===== src/rtl/eapl_pkg.sv =====
// Package of the encoder-averaged PID position loop: field widths, limits
// and configuration register indexes. Depends on nothing.
package eapl_pkg;

    localparam int ANGLE_W    = 16;
    localparam int POS_W      = 32;
    localparam int GAIN_W     = 16;
    localparam int EFFORT_W   = 12;
    localparam int PHASE_W    = 18;
    localparam int ERR_W      = 12;
    localparam int INTEG_W    = 17;
    localparam int CFG_IDX_W  = 3;
    localparam int CFG_DATA_W = 16;
    localparam int GAIN_SHIFT = 16;
    localparam int PID_W      = 37;

    localparam logic signed [PHASE_W-1:0] WRAP_HALF = 18'sd18000;
    localparam logic signed [PHASE_W-1:0] WRAP_FULL = 18'sd36000;
    localparam logic signed [ERR_W-1:0]   ERR_LIMIT = 12'sd2000;
    localparam logic signed [INTEG_W-1:0] INT_LIMIT = 17'sd50000;

    typedef enum logic [CFG_IDX_W-1:0] {
        REG_PROP_GAIN     = 3'd0,
        REG_INT_GAIN      = 3'd1,
        REG_DERIV_GAIN    = 3'd2,
        REG_EFFORT_LIMIT  = 3'd3,
        REG_PHASE_ADVANCE = 3'd4
    } cfg_reg_t;

endpackage


===== src/rtl/eapl_item_if.sv =====
// Input channel of the position loop: valid/ready plus one input item.
// Depends on eapl_pkg.
interface eapl_item_if;
    import eapl_pkg::*;

    logic                    valid;
    logic                    ready;
    logic                    op;
    logic [ANGLE_W-1:0]      encoder_angle;
    logic signed [POS_W-1:0] target;
    logic                    enable;

    modport source (output valid, op, encoder_angle, target, enable, input ready);
    modport sink (input valid, op, encoder_angle, target, enable, output ready);
endinterface


===== src/rtl/eapl_result_if.sv =====
// Output channel of the position loop: valid/ready plus one result item.
// Depends on eapl_pkg.
interface eapl_result_if;
    import eapl_pkg::*;

    logic                      valid;
    logic                      ready;
    logic signed [POS_W-1:0]   filtered_position;
    logic                      drive_valid;
    logic signed [PHASE_W-1:0] phase_angle;
    logic [EFFORT_W-1:0]       effort;

    modport source (output valid, filtered_position, drive_valid, phase_angle, effort,
                    input ready);
    modport sink (input valid, filtered_position, drive_valid, phase_angle, effort,
                  output ready);
endinterface


===== src/rtl/encoder_average_pid_position_loop_top.sv =====
// Encoder-averaged PID position loop; depends on eapl_pkg, eapl_item_if, eapl_result_if.
// The result register loads from the input register once the output can advance.
// Throughput: one transaction per cycle unless the output stalls, set by the single
// compute stage between the input register and the result register, which also updates the loop state.
// Reset (rst_n low, asynchronous) clears the configuration, the averaging window,
// the position and the controller state; the block accepts items right after reset.
module encoder_average_pid_position_loop_top #(
    parameter int WINDOW_DEPTH  = 16,
    parameter int AVERAGE_SHIFT = 4
) (
    input  logic                                clk,
    input  logic                                rst_n,
    eapl_item_if.sink                           item,
    eapl_result_if.source                       result,
    input  logic                                cfg_we,
    input  logic [eapl_pkg::CFG_IDX_W-1:0]      cfg_index,
    input  logic [eapl_pkg::CFG_DATA_W-1:0]     cfg_data
);
    import eapl_pkg::*;

    localparam int SUM_W = POS_W + $clog2(WINDOW_DEPTH);

    logic [GAIN_W-1:0]   prop_gain_reg;
    logic [GAIN_W-1:0]   int_gain_reg;
    logic [GAIN_W-1:0]   deriv_gain_reg;
    logic [EFFORT_W-1:0] effort_limit_reg;
    logic [ANGLE_W-1:0]  phase_advance_reg;

    logic                    s1_valid_reg;
    logic                    s1_op_reg;
    logic [ANGLE_W-1:0]      s1_angle_reg;
    logic signed [POS_W-1:0] s1_target_reg;
    logic                    s1_enable_reg;

    logic                      out_valid_reg;
    logic signed [POS_W-1:0]   out_filtered_reg;
    logic                      out_drive_reg;
    logic signed [PHASE_W-1:0] out_phase_reg;
    logic [EFFORT_W-1:0]       out_effort_reg;

    logic [ANGLE_W-1:0]      angle_reg;
    logic [POS_W-1:0]        unwrapped_reg;
    logic signed [POS_W-1:0] window_reg [WINDOW_DEPTH];
    logic signed [SUM_W-1:0] sum_reg;
    logic signed [POS_W-1:0] avg_reg;
    logic signed [INTEG_W-1:0] integral_reg;
    logic signed [ERR_W-1:0] prev_err_reg;

    logic advance;
    logic fire;
    logic enc_fire;
    logic ctl_fire;

    logic signed [PHASE_W-1:0] diff;
    logic signed [PHASE_W-1:0] delta;
    logic [POS_W-1:0]          unwrapped_next;
    logic signed [POS_W-1:0]   oldest;
    logic signed [SUM_W-1:0]   sum_next;
    logic signed [SUM_W-1:0]   sum_shifted;
    logic signed [POS_W-1:0]   avg_next;

    logic signed [POS_W:0]       err_raw;
    logic signed [ERR_W-1:0]     err_sat;
    logic signed [ERR_W-1:0]     err_next;
    logic signed [INTEG_W:0]     integ_raw;
    logic signed [INTEG_W-1:0]   integral_next;
    logic signed [ERR_W:0]       err_diff;
    logic signed [28:0]          p_term;
    logic signed [33:0]          i_term;
    logic signed [29:0]          d_term;
    logic signed [PID_W-1:0]     pid_sum;
    logic signed [PID_W-GAIN_SHIFT-1:0] u_shift;
    logic signed [EFFORT_W:0]    lim;
    logic signed [EFFORT_W:0]    neg_lim;
    logic signed [EFFORT_W:0]    u_clamp;
    logic [EFFORT_W:0]           u_mag;
    logic [PHASE_W-1:0]          ang_ext;
    logic [PHASE_W-1:0]          adv_ext;
    logic signed [PHASE_W-1:0]   phase_next;

    assign advance    = !out_valid_reg || result.ready;
    assign fire       = s1_valid_reg && advance;
    assign enc_fire   = fire && !s1_op_reg;
    assign ctl_fire   = fire && s1_op_reg;
    assign item.ready = !s1_valid_reg || advance;

    assign result.valid             = out_valid_reg;
    assign result.filtered_position = out_filtered_reg;
    assign result.drive_valid       = out_drive_reg;
    assign result.phase_angle       = out_phase_reg;
    assign result.effort            = out_effort_reg;

    always_comb
    begin
        diff = $signed({2'b00, s1_angle_reg}) - $signed({2'b00, angle_reg});
        if (diff < -WRAP_HALF)
        begin
            delta = diff + WRAP_FULL;
        end
        else if (diff > WRAP_HALF)
        begin
            delta = diff - WRAP_FULL;
        end
        else
        begin
            delta = diff;
        end
        unwrapped_next = unwrapped_reg + {{(POS_W-PHASE_W){delta[PHASE_W-1]}}, delta};
        oldest         = window_reg[WINDOW_DEPTH-1];
        sum_next       = sum_reg - SUM_W'(oldest) + SUM_W'($signed(unwrapped_next));
        sum_shifted    = sum_next >>> AVERAGE_SHIFT;
        avg_next       = sum_shifted[POS_W-1:0];
    end

    always_comb
    begin
        err_raw = $signed({s1_target_reg[POS_W-1], s1_target_reg})
                - $signed({avg_reg[POS_W-1], avg_reg});
        if (err_raw > ERR_LIMIT)
        begin
            err_sat = ERR_LIMIT;
        end
        else if (err_raw < -ERR_LIMIT)
        begin
            err_sat = -ERR_LIMIT;
        end
        else
        begin
            err_sat = err_raw[ERR_W-1:0];
        end
        err_next  = s1_enable_reg ? err_sat : '0;
        integ_raw = $signed({integral_reg[INTEG_W-1], integral_reg})
                  + (INTEG_W+1)'(err_next);
        if (!s1_enable_reg)
        begin
            integral_next = '0;
        end
        else if (integ_raw > INT_LIMIT)
        begin
            integral_next = INT_LIMIT;
        end
        else if (integ_raw < -INT_LIMIT)
        begin
            integral_next = -INT_LIMIT;
        end
        else
        begin
            integral_next = integ_raw[INTEG_W-1:0];
        end
        err_diff = (ERR_W+1)'(err_next) - (ERR_W+1)'(prev_err_reg);
        p_term   = $signed({1'b0, prop_gain_reg}) * err_next;
        i_term   = $signed({1'b0, int_gain_reg}) * integral_next;
        d_term   = $signed({1'b0, deriv_gain_reg}) * err_diff;
        pid_sum  = PID_W'(p_term) + PID_W'(i_term >>> 1) + PID_W'(d_term);
        u_shift  = s1_enable_reg ? pid_sum[PID_W-1:GAIN_SHIFT] : '0;
        lim      = $signed({1'b0, effort_limit_reg});
        neg_lim  = -lim;
        if (u_shift > lim)
        begin
            u_clamp = lim;
        end
        else if (u_shift < neg_lim)
        begin
            u_clamp = neg_lim;
        end
        else
        begin
            u_clamp = u_shift[EFFORT_W:0];
        end
        u_mag   = (u_clamp < 0) ? 13'(-u_clamp) : 13'(u_clamp);
        ang_ext = {2'b00, angle_reg};
        adv_ext = {2'b00, phase_advance_reg};
        if (u_clamp > 0)
        begin
            phase_next = $signed(-ang_ext - adv_ext);
        end
        else
        begin
            phase_next = $signed(adv_ext - ang_ext);
        end
    end

    always_ff @(posedge clk or negedge rst_n)
    begin
        if (!rst_n)
        begin
            prop_gain_reg     <= '0;
            int_gain_reg      <= '0;
            deriv_gain_reg    <= '0;
            effort_limit_reg  <= '0;
            phase_advance_reg <= '0;
        end
        else if (cfg_we)
        begin
            case (cfg_reg_t'(cfg_index))
                REG_PROP_GAIN:     prop_gain_reg     <= cfg_data[GAIN_W-1:0];
                REG_INT_GAIN:      int_gain_reg      <= cfg_data[GAIN_W-1:0];
                REG_DERIV_GAIN:    deriv_gain_reg    <= cfg_data[GAIN_W-1:0];
                REG_EFFORT_LIMIT:  effort_limit_reg  <= cfg_data[EFFORT_W-1:0];
                REG_PHASE_ADVANCE: phase_advance_reg <= cfg_data[ANGLE_W-1:0];
                default:           ;
            endcase
        end
    end

    always_ff @(posedge clk or negedge rst_n)
    begin
        if (!rst_n)
        begin
            s1_valid_reg  <= 1'b0;
            out_valid_reg <= 1'b0;
        end
        else
        begin
            if (item.ready)
            begin
                s1_valid_reg <= item.valid;
            end
            if (advance)
            begin
                out_valid_reg <= s1_valid_reg;
            end
        end
    end

    always_ff @(posedge clk)
    begin
        if (item.valid && item.ready)
        begin
            s1_op_reg     <= item.op;
            s1_angle_reg  <= item.encoder_angle;
            s1_target_reg <= item.target;
            s1_enable_reg <= item.enable;
        end
        if (fire)
        begin
            out_drive_reg <= s1_op_reg;
            if (s1_op_reg)
            begin
                out_filtered_reg <= avg_reg;
                out_phase_reg    <= phase_next;
                out_effort_reg   <= u_mag[EFFORT_W-1:0];
            end
            else
            begin
                out_filtered_reg <= avg_next;
                out_phase_reg    <= '0;
                out_effort_reg   <= '0;
            end
        end
    end

    always_ff @(posedge clk or negedge rst_n)
    begin
        if (!rst_n)
        begin
            angle_reg     <= '0;
            unwrapped_reg <= '0;
            sum_reg       <= '0;
            avg_reg       <= '0;
            integral_reg  <= '0;
            prev_err_reg  <= '0;
            for (int i = 0; i < WINDOW_DEPTH; i++)
            begin
                window_reg[i] <= '0;
            end
        end
        else
        begin
            if (enc_fire)
            begin
                angle_reg     <= s1_angle_reg;
                unwrapped_reg <= unwrapped_next;
                sum_reg       <= sum_next;
                avg_reg       <= avg_next;
                window_reg[0] <= $signed(unwrapped_next);
                for (int i = 1; i < WINDOW_DEPTH; i++)
                begin
                    window_reg[i] <= window_reg[i-1];
                end
            end
            if (ctl_fire)
            begin
                integral_reg <= integral_next;
                prev_err_reg <= err_next;
            end
        end
    end

endmodule


===== src/flat_wrapper.sv =====
// flat-port wrapper written by rule: the top's interface ports become plain ports
module encoder_average_pid_position_loop_top_flat import eapl_pkg::*;
#(
    parameter int WINDOW_DEPTH  = 16,
    parameter int AVERAGE_SHIFT = 4
)
  (clk, rst_n, cfg_we, cfg_index, cfg_data, item_valid, item_op, item_encoder_angle, item_target, item_enable, item_ready, result_valid, result_filtered_position, result_drive_valid, result_phase_angle, result_effort, result_ready);
  eapl_item_if item_i ();
  eapl_result_if result_i ();
  input  logic clk;
  input  logic rst_n;
  input  logic cfg_we;
  input  logic [eapl_pkg::CFG_IDX_W-1:0] cfg_index;
  input  logic [eapl_pkg::CFG_DATA_W-1:0] cfg_data;
  input wire logic [$bits(item_i.valid)-1:0] item_valid;
  input wire logic [$bits(item_i.op)-1:0] item_op;
  input wire logic [$bits(item_i.encoder_angle)-1:0] item_encoder_angle;
  input wire logic [$bits(item_i.target)-1:0] item_target;
  input wire logic [$bits(item_i.enable)-1:0] item_enable;
  output wire logic [$bits(item_i.ready)-1:0] item_ready;
  output wire logic [$bits(result_i.valid)-1:0] result_valid;
  output wire logic [$bits(result_i.filtered_position)-1:0] result_filtered_position;
  output wire logic [$bits(result_i.drive_valid)-1:0] result_drive_valid;
  output wire logic [$bits(result_i.phase_angle)-1:0] result_phase_angle;
  output wire logic [$bits(result_i.effort)-1:0] result_effort;
  input wire logic [$bits(result_i.ready)-1:0] result_ready;
  assign item_i.valid = item_valid;
  assign item_i.op = item_op;
  assign item_i.encoder_angle = item_encoder_angle;
  assign item_i.target = item_target;
  assign item_i.enable = item_enable;
  assign item_ready = item_i.ready;
  assign result_valid = result_i.valid;
  assign result_filtered_position = result_i.filtered_position;
  assign result_drive_valid = result_i.drive_valid;
  assign result_phase_angle = result_i.phase_angle;
  assign result_effort = result_i.effort;
  assign result_i.ready = result_ready;
  encoder_average_pid_position_loop_top #(.WINDOW_DEPTH(WINDOW_DEPTH), .AVERAGE_SHIFT(AVERAGE_SHIFT)) u_core (.clk(clk), .rst_n(rst_n), .item(item_i), .result(result_i), .cfg_we(cfg_we), .cfg_index(cfg_index), .cfg_data(cfg_data));
endmodule

===== config.mk =====
export PLATFORM = sky130hd
export DESIGN_NAME = encoder_average_pid_position_loop_top_flat
export DESIGN_NICKNAME = d
export VERILOG_FILES = /design/src/rtl/eapl_pkg.sv /design/src/rtl/eapl_item_if.sv /design/src/rtl/eapl_result_if.sv /design/src/rtl/encoder_average_pid_position_loop_top.sv /design/src/flat_wrapper.sv
export SDC_FILE = /design/constraint.sdc
export NUM_CORES = 2
export LEC_CHECK = 0
export BUFFER_PORTS_ARGS = -buffer_cell sky130_fd_sc_hd__buf_2
export CELL_PAD_IN_SITES_DETAIL_PLACEMENT = 0
export CELL_PAD_IN_SITES_GLOBAL_PLACEMENT = 1
export CORE_UTILIZATION = 51
export CTS_CLUSTER_DIAMETER = 200
export CTS_CLUSTER_SIZE = 20
export DETAILED_ROUTE_END_ITERATION = 8
export PLACE_DENSITY_LB_ADDON = 0.3
export SYNTH_ARGS = -nofsm -noshare
export SYNTH_HDL_FRONTEND = slang
export SYNTH_SLANG_ARGS = --single-unit

===== constraint.sdc =====
create_clock -name clk -period 23.4 [get_ports clk]
set_clock_uncertainty 0.2 [all_clocks]
set_input_delay 3.51 -clock clk [delete_from_list [all_inputs] [get_ports clk]]
set_output_delay 3.51 -clock clk [all_outputs]
set_load 0.02 [all_outputs]

After elaboration in Yosys (flattened, before gate mapping)
Index checks and enable logic that the tools add are counted.
{"block": "classes", "n_eq_ne": 4, "order_cmp": 10, "mul": 3, "n_mux": 14, "n_addsub": 16, "reduce_logical": 15}
{"op": "$mux 18", "count": 3}
{"op": "$mux 17", "count": 3}
{"op": "$mux 12", "count": 4}
{"op": "$add 36x32->36", "count": 1}
{"op": "$sub 36x32->36", "count": 1}
{"op": "$add 34x30->35", "count": 1}
{"op": "$add 29x33->34", "count": 1}
{"op": "$mul 17x17->34", "count": 1}
{"op": "$sub 16x16->17", "count": 2}
{"op": "$gt 33x12->1 const B", "count": 1}
{"op": "$lt 33x12->1 const B", "count": 1}
{"op": "$sub 32x32->33", "count": 1}
{"op": "$add 32x32->32", "count": 1}
{"op": "$mux 32", "count": 1}
{"op": "$mul 17x13->30", "count": 1}
{"op": "$mul 17x12->29", "count": 1}
{"op": "$mux 13", "count": 2}
{"op": "$gt 21x13->1", "count": 1}
{"op": "$lt 21x13->1", "count": 1}
{"op": "$mux 21", "count": 1}
{"op": "$add 17x12->18", "count": 1}
{"op": "$add 18x17->18 const B", "count": 1}
{"op": "$gt 18x16->1 const B", "count": 1}
{"op": "$gt 18x17->1 const B", "count": 1}
{"op": "other kinds (18)", "count": 29}
{"block": "word_totals", "register_bits": 816}

Depth between registers and ports, before layout
{"block": "logic_depth", "word_depth": 19, "depth_mapped": 101}

Least setup slack after synthesis
No wires, ideal clock.
{"block": "synth_path", "path_kind": "register -> register", "startpoint": "reg u_core.avg_reg[0]", "endpoint": "reg u_core.out_phase_reg[4], in the netlist u_core.result.phase_angle[4] (data pin)", "arrival_ps": 20243, "path_slack_ps": 2696, "stages_incl_launch_ff": 89, "required_ps": 22939, "setup_ps": 261, "synth_period_minus_slack_ps": 20704, "cell_sequence": "dfrtp_1 ha_1 fa_1 nor2b_1 o21ai_0 a21boi_1 o41a_1 o2111ai_1 a21boi_0 o21a_1 nor2_1 a2111oi_0 nand4_1 a2111oi_0 nand4_1 a2111oi_4 mux2i_1 nor3_2 [53 not listed] o21a_1 o21ai_0 a211oi_1 mux2i_1 a32oi_1 o2111ai_1 a2111oi_0 o21ai_1 a41o_1 buf_1 a21oi_1 a31oi_1 ha_1 o31ai_1 nor2_1 buf_2 a21oi_1 a311o_1"}
{"block": "synth_between", "elab_chain_len": 19, "elab_cells_between_ends": 25}
{"element": "start, declared", "line_no": "encoder_average_pid_position_loop_top.sv:45", "rtl": "logic signed [POS_W-1:0] avg_reg;"}
{"element": "start signal, assigned", "line_no": "encoder_average_pid_position_loop_top.sv:275", "rtl": "avg_reg <= avg_next;"}
{"element": "$sub 32x32->33 (*)", "line_no": "encoder_average_pid_position_loop_top.sv:118", "rtl": "- $signed({avg_reg[POS_W-1], avg_reg});"}
{"element": "$lt 33x12->1", "line_no": "encoder_average_pid_position_loop_top.sv:123", "rtl": "else if (err_raw < -ERR_LIMIT)"}
{"element": "$mux 12", "line_no": "encoder_average_pid_position_loop_top.sv:123"}
{"element": "$mux 12 (*)", "line_no": "encoder_average_pid_position_loop_top.sv:119", "rtl": "if (err_raw > ERR_LIMIT)"}
{"element": "$mux 12 (*)", "line_no": "encoder_average_pid_position_loop_top.sv:131", "rtl": "err_next = s1_enable_reg ? err_sat : '0;"}
{"element": "via u_core.err_next[1]", "line_no": "encoder_average_pid_position_loop_top.sv:64", "rtl": "logic signed [ERR_W-1:0] err_next;"}
{"element": "$add 17x12->18", "line_no": "encoder_average_pid_position_loop_top.sv:133", "rtl": "+ (INTEG_W+1)'(err_next);"}
{"element": "$lt 18x17->1", "line_no": "encoder_average_pid_position_loop_top.sv:142", "rtl": "else if (integ_raw < -INT_LIMIT)"}
{"element": "[4 not listed]"}
{"element": "$add 29x33->34", "line_no": "encoder_average_pid_position_loop_top.sv:154", "rtl": "pid_sum = PID_W'(p_term) + PID_W'(i_term >>> 1) + PID_W'(d_term);"}
{"element": "$add 34x30->35 (*)", "line_no": "encoder_average_pid_position_loop_top.sv:154"}
{"element": "$mux 21 (*)", "line_no": "encoder_average_pid_position_loop_top.sv:155", "rtl": "u_shift = s1_enable_reg ? pid_sum[PID_W-1:GAIN_SHIFT] : '0;"}
{"element": "$lt 21x13->1", "line_no": "encoder_average_pid_position_loop_top.sv:162", "rtl": "else if (u_shift < neg_lim)"}
{"element": "$mux 13", "line_no": "encoder_average_pid_position_loop_top.sv:162"}
{"element": "$mux 13 (*)", "line_no": "encoder_average_pid_position_loop_top.sv:158", "rtl": "if (u_shift > lim)"}
{"element": "$gt 13x1->1 (*)", "line_no": "encoder_average_pid_position_loop_top.sv:173", "rtl": "if (u_clamp > 0)"}
{"element": "$mux 18 (*)", "line_no": "encoder_average_pid_position_loop_top.sv:173"}
{"element": "end signal, assigned", "line_no": "encoder_average_pid_position_loop_top.sv:241", "rtl": "out_phase_reg <= phase_next;"}
{"element": "end, declared", "line_no": "encoder_average_pid_position_loop_top.sv:38", "rtl": "logic signed [PHASE_W-1:0] out_phase_reg;"}
Mark *: on every way through the listed nets, which the timed path passes. The rest lies on a longest branch.
A chain may end at the register's enable or synchronous reset.

Final worst setup path
{"block": "layout_path", "startpoint": "reg u_core.avg_reg[0]", "endpoint": "reg u_core.out_phase_reg[9], in the netlist u_core.result.phase_angle[9] (data pin)"}
The elaborated chain is that of the path after synthesis.

==> results.txt <==
The tree is rooted in a clkbuf_16. The number of detailed-routing iterations run before antenna repair is 6. The critical path is of the register to register type. The run finished with clean final reports. CTS built an H-tree with a depth of 2. The post-route fraction of the period consumed by the critical path came out at around 94%.

The cell area after layout came out at around 70000 um2. Entering global routing, the biggest net connects approximately 190 pins. The flip-flop count of the largest register after layout is approximately 450. Summing all placed instances gives a cell area of 66760 um2. The measured slew at the worst slew-check pin came out at 1.227 ns. The synthesized netlist occupies a cell area of 64350 um2. Of the cells placed in the final design, the portion with a size suffix greater than 1 is ~6.3%.

The time the worst path needs with I/O delays and setup came out at between 20 and 25 ns. The total DRC errors in the routed layout is 0. The area growth from synthesis to layout came out at 6.010%. The area of the core region is ~120000 um2.

The sum of routed wire length over all layers came out at 166.5 mm. The number of buffers added by the clock tree synthesis step is 45. The flop and latch count out of synthesis came out at between 700 and 800.

The placement row count is between 100 and 150. Along the worst path, the maximum fanout reaches 18. Setup repair after global routing left no endpoint under its margin. By area the synthesized netlist is led by dfrtp_1 (26%), fa_1 (20%), nand2_1 (12%). The remaining global-route overflow is 0. The worst relative slew slack is a little under a fifth. The average via count per standard cell is around 5.4. The most common cell in the synthesized netlist is nand2_1. The initial antenna violation count came out at 5. The post-synthesis net count is roughly 8300. The largest incremental delay on the critical path is 0.58 ns.

The yosys synthesis warning count is 0. The clock passes through at most 3 buffers. The die is roughly 360 um wide. For this run, the top clock speed supported by timing is around 0.045 GHz. Among all flip-flop cells after synthesis, the most frequent one is dfrtp_1. The number of distinct library cells after synthesis is between 90 and 100. Across all hold checks on the routed design, the worst slack comes to 0.2360 ns. Each instance of the synthesized netlist takes up on average between 9 and 10 um2. The max-slew violation count is 0. The full die area came out at roughly 130000 um2. At the worst endpoint, the required time is between 20 and 25 ns. The net total in the final layout came out at ~8300. The detailed router finished its first iteration with 3115 violations. The number of enable-type register cells in the synthesized netlist came out at 113. The worst setup path is captured at a register. The number of top-level pins is approximately 140. The count of max-cap constraint violations came out at 0. The first-pass GRT wire length is about 270 mm. At the end of routability-driven placement, the weighted congestion stood at about 0.95. The total of buffers placed on input and output ports is ~140. Sorting the synthesized cells by how often they occur yields nand2_1 (2003), inv_1 (953), dfrtp_1 (671). The insertion delay to the later sink of the worst-skew pair is 0.70 ns.

The worst setup path is launched from a register. Of all cell types, the one taking the most synthesized area is dfrtp_1. The total number of vias came out at between 40000 and 50000. The setup TNS is 0 ns. The vertical die dimension came out at between 300 and 400 um. The number of clock sinks came out at 784.

The post-route antenna net violation count came out at 0. Setup violations remaining at the end of the flow were counted as 0. The critical path arrival came out at 22.25 ns. Of all flip-flops after synthesis, the portion carrying an async set or reset was 85.59%. The all-layer global routing usage is ~27%. The slowest stage of the critical path is the fa_1 cell. The most numerous cell type found on the critical path is fa_1. In this run the biggest area consumer among cell types represents a little over a quarter of the synthesized area. The clock-pin slew reported for the worst setup and hold paths after clock tree synthesis came out at about 0.12 ns. The share of the core filled with cells in the final layout is between 50% and 60%. The number of global-route vias before repair is between 40000 and 50000. TritonCTS built the clock tree. After technology mapping, the gate count stands at 7145. Summing the sequential cell areas from Yosys gives between 30% and 40% of the chip area. The final-report hold violation count came to 0. In this run the worst hold path is classified as register to register.

The routed length per instance is 18.94 um. For this configuration, the core starts out at a cell density of a little over 50%. The half-perimeter wire length after detailed placement is approximately 130 mm.
## what timing repair did
item,CTS,global route
setup buffers,0,3
resized for setup,2,39
hold buffers,0,0
cloned,0,0
pin swaps,0,4
setup endpoints to repair,9,29
## path summary, 6_finish.rpt
path                                                     from  slack (ns)                                          to  depth (start not counted)
setup / recovery                u_core.avg_reg[0]$_DFFE_PN0P_        1.36  u_core.result.phase_angle[9]$_SDFFCE_PN0P_                         84
hold / removal             u_core.window_reg[409]$_DFFE_PN0P_        0.24          u_core.window_reg[377]$_DFFE_PN0P_                          2
setup reg to reg                u_core.avg_reg[0]$_DFFE_PN0P_        1.36  u_core.result.phase_angle[9]$_SDFFCE_PN0P_                         84
hold reg to reg            u_core.window_reg[409]$_DFFE_PN0P_        0.24          u_core.window_reg[377]$_DFFE_PN0P_                          2
max in group asynchronous                               rst_n       17.17    u_core.phase_advance_reg[11]$_DFFE_PN0P_                          4
min in group asynchronous                               rst_n        2.70          u_core.window_reg[147]$_DFFE_PN0P_                          1
## critical path, delay by kind of cell (launching register included)
kind	cells	cell delay, ns
AO/OA/AOI/OAI	36	8.20
adder cells (fa/ha/maj)	18	7.20
AND/OR/NAND/NOR	17	4.19
buffers and inverters	9	0.73
XOR/XNOR	3	0.57
flip-flops	1	0.45
multiplexers	1	0.21
## routing by layer
metal  GRT usage, %  vias to the layer above  wire length (um)
met2          44.08                      943             79090
met4          8.838                        4              6116
met3          4.143                      225              8914
met1          36.23                    23492             72380
met5              0                        -                20
li1               -                    22553                 -
## layout by cell type, fill, tap and decap left out, types with 16 or more instances in the layout
| cell type | count |
|---|---|
| or2_2 | 28 |
| nor2_1 | 183 |
| nand3_1 | 71 |
| o21bai_1 | 39 |
| or3_1 | 49 |
| ha_1 | 498 |
| o211ai_1 | 20 |
| o21a_1 | 20 |
| clkbuf_16 | 45 |
| o22ai_1 | 17 |
| xnor2_1 | 136 |
| nor3_1 | 54 |
| o21ai_0 | 226 |
| inv_1 | 952 |
| xor2_1 | 56 |
| nor2b_1 | 68 |
| fa_1 | 628 |
| nand2b_1 | 55 |
| edfxtp_1 | 113 |
| a21o_1 | 68 |
| buf_2 | 137 |
| buf_4 | 80 |
| a21oi_1 | 158 |
| a211oi_1 | 28 |
| clkbuf_1 | 16 |
| dfrtp_1 | 671 |
| mux2_2 | 79 |
| and2_1 | 247 |
| nand2_1 | 2001 |
| nand4_1 | 27 |
| and3_1 | 50 |
| a31oi_1 | 27 |
## through the flow
step | worst slack [ns] | std cells
floorplan | 2.696 | 7145
global placement | 0.6450 | 8720
detailed placement | 0.05008 | 8720
CTS | 0.1115 | 8786
global route | 0.03222 | 8789
finish | 1.364 | 8791
## kinds of logic after synthesis
group / synth area share (%)
XOR/XNOR: 2.736
flip-flops: 31.37
adder cells (fa/ha/maj): 29.29
AO/OA/AOI/OAI: 8.083
multiplexers: 1.587
AND/OR/NAND/NOR: 19.67
buffers and inverters: 7.266
## area by class of cell
cell class                 count  area [um2]
antenna                        2       5.005
tap                         1637        2048
clock inverter                 5       101.3
inverter                     953        3578
fill                       11426       56230
sequential                   784       20180
multi-input combinational   5125       39710
timing repair buffer         224        1404
clock buffer                  61        1186
Power is left out: the tool's default activity adds up to more than one toggle a clock period on the data nets, which glitch-free logic cannot reach.
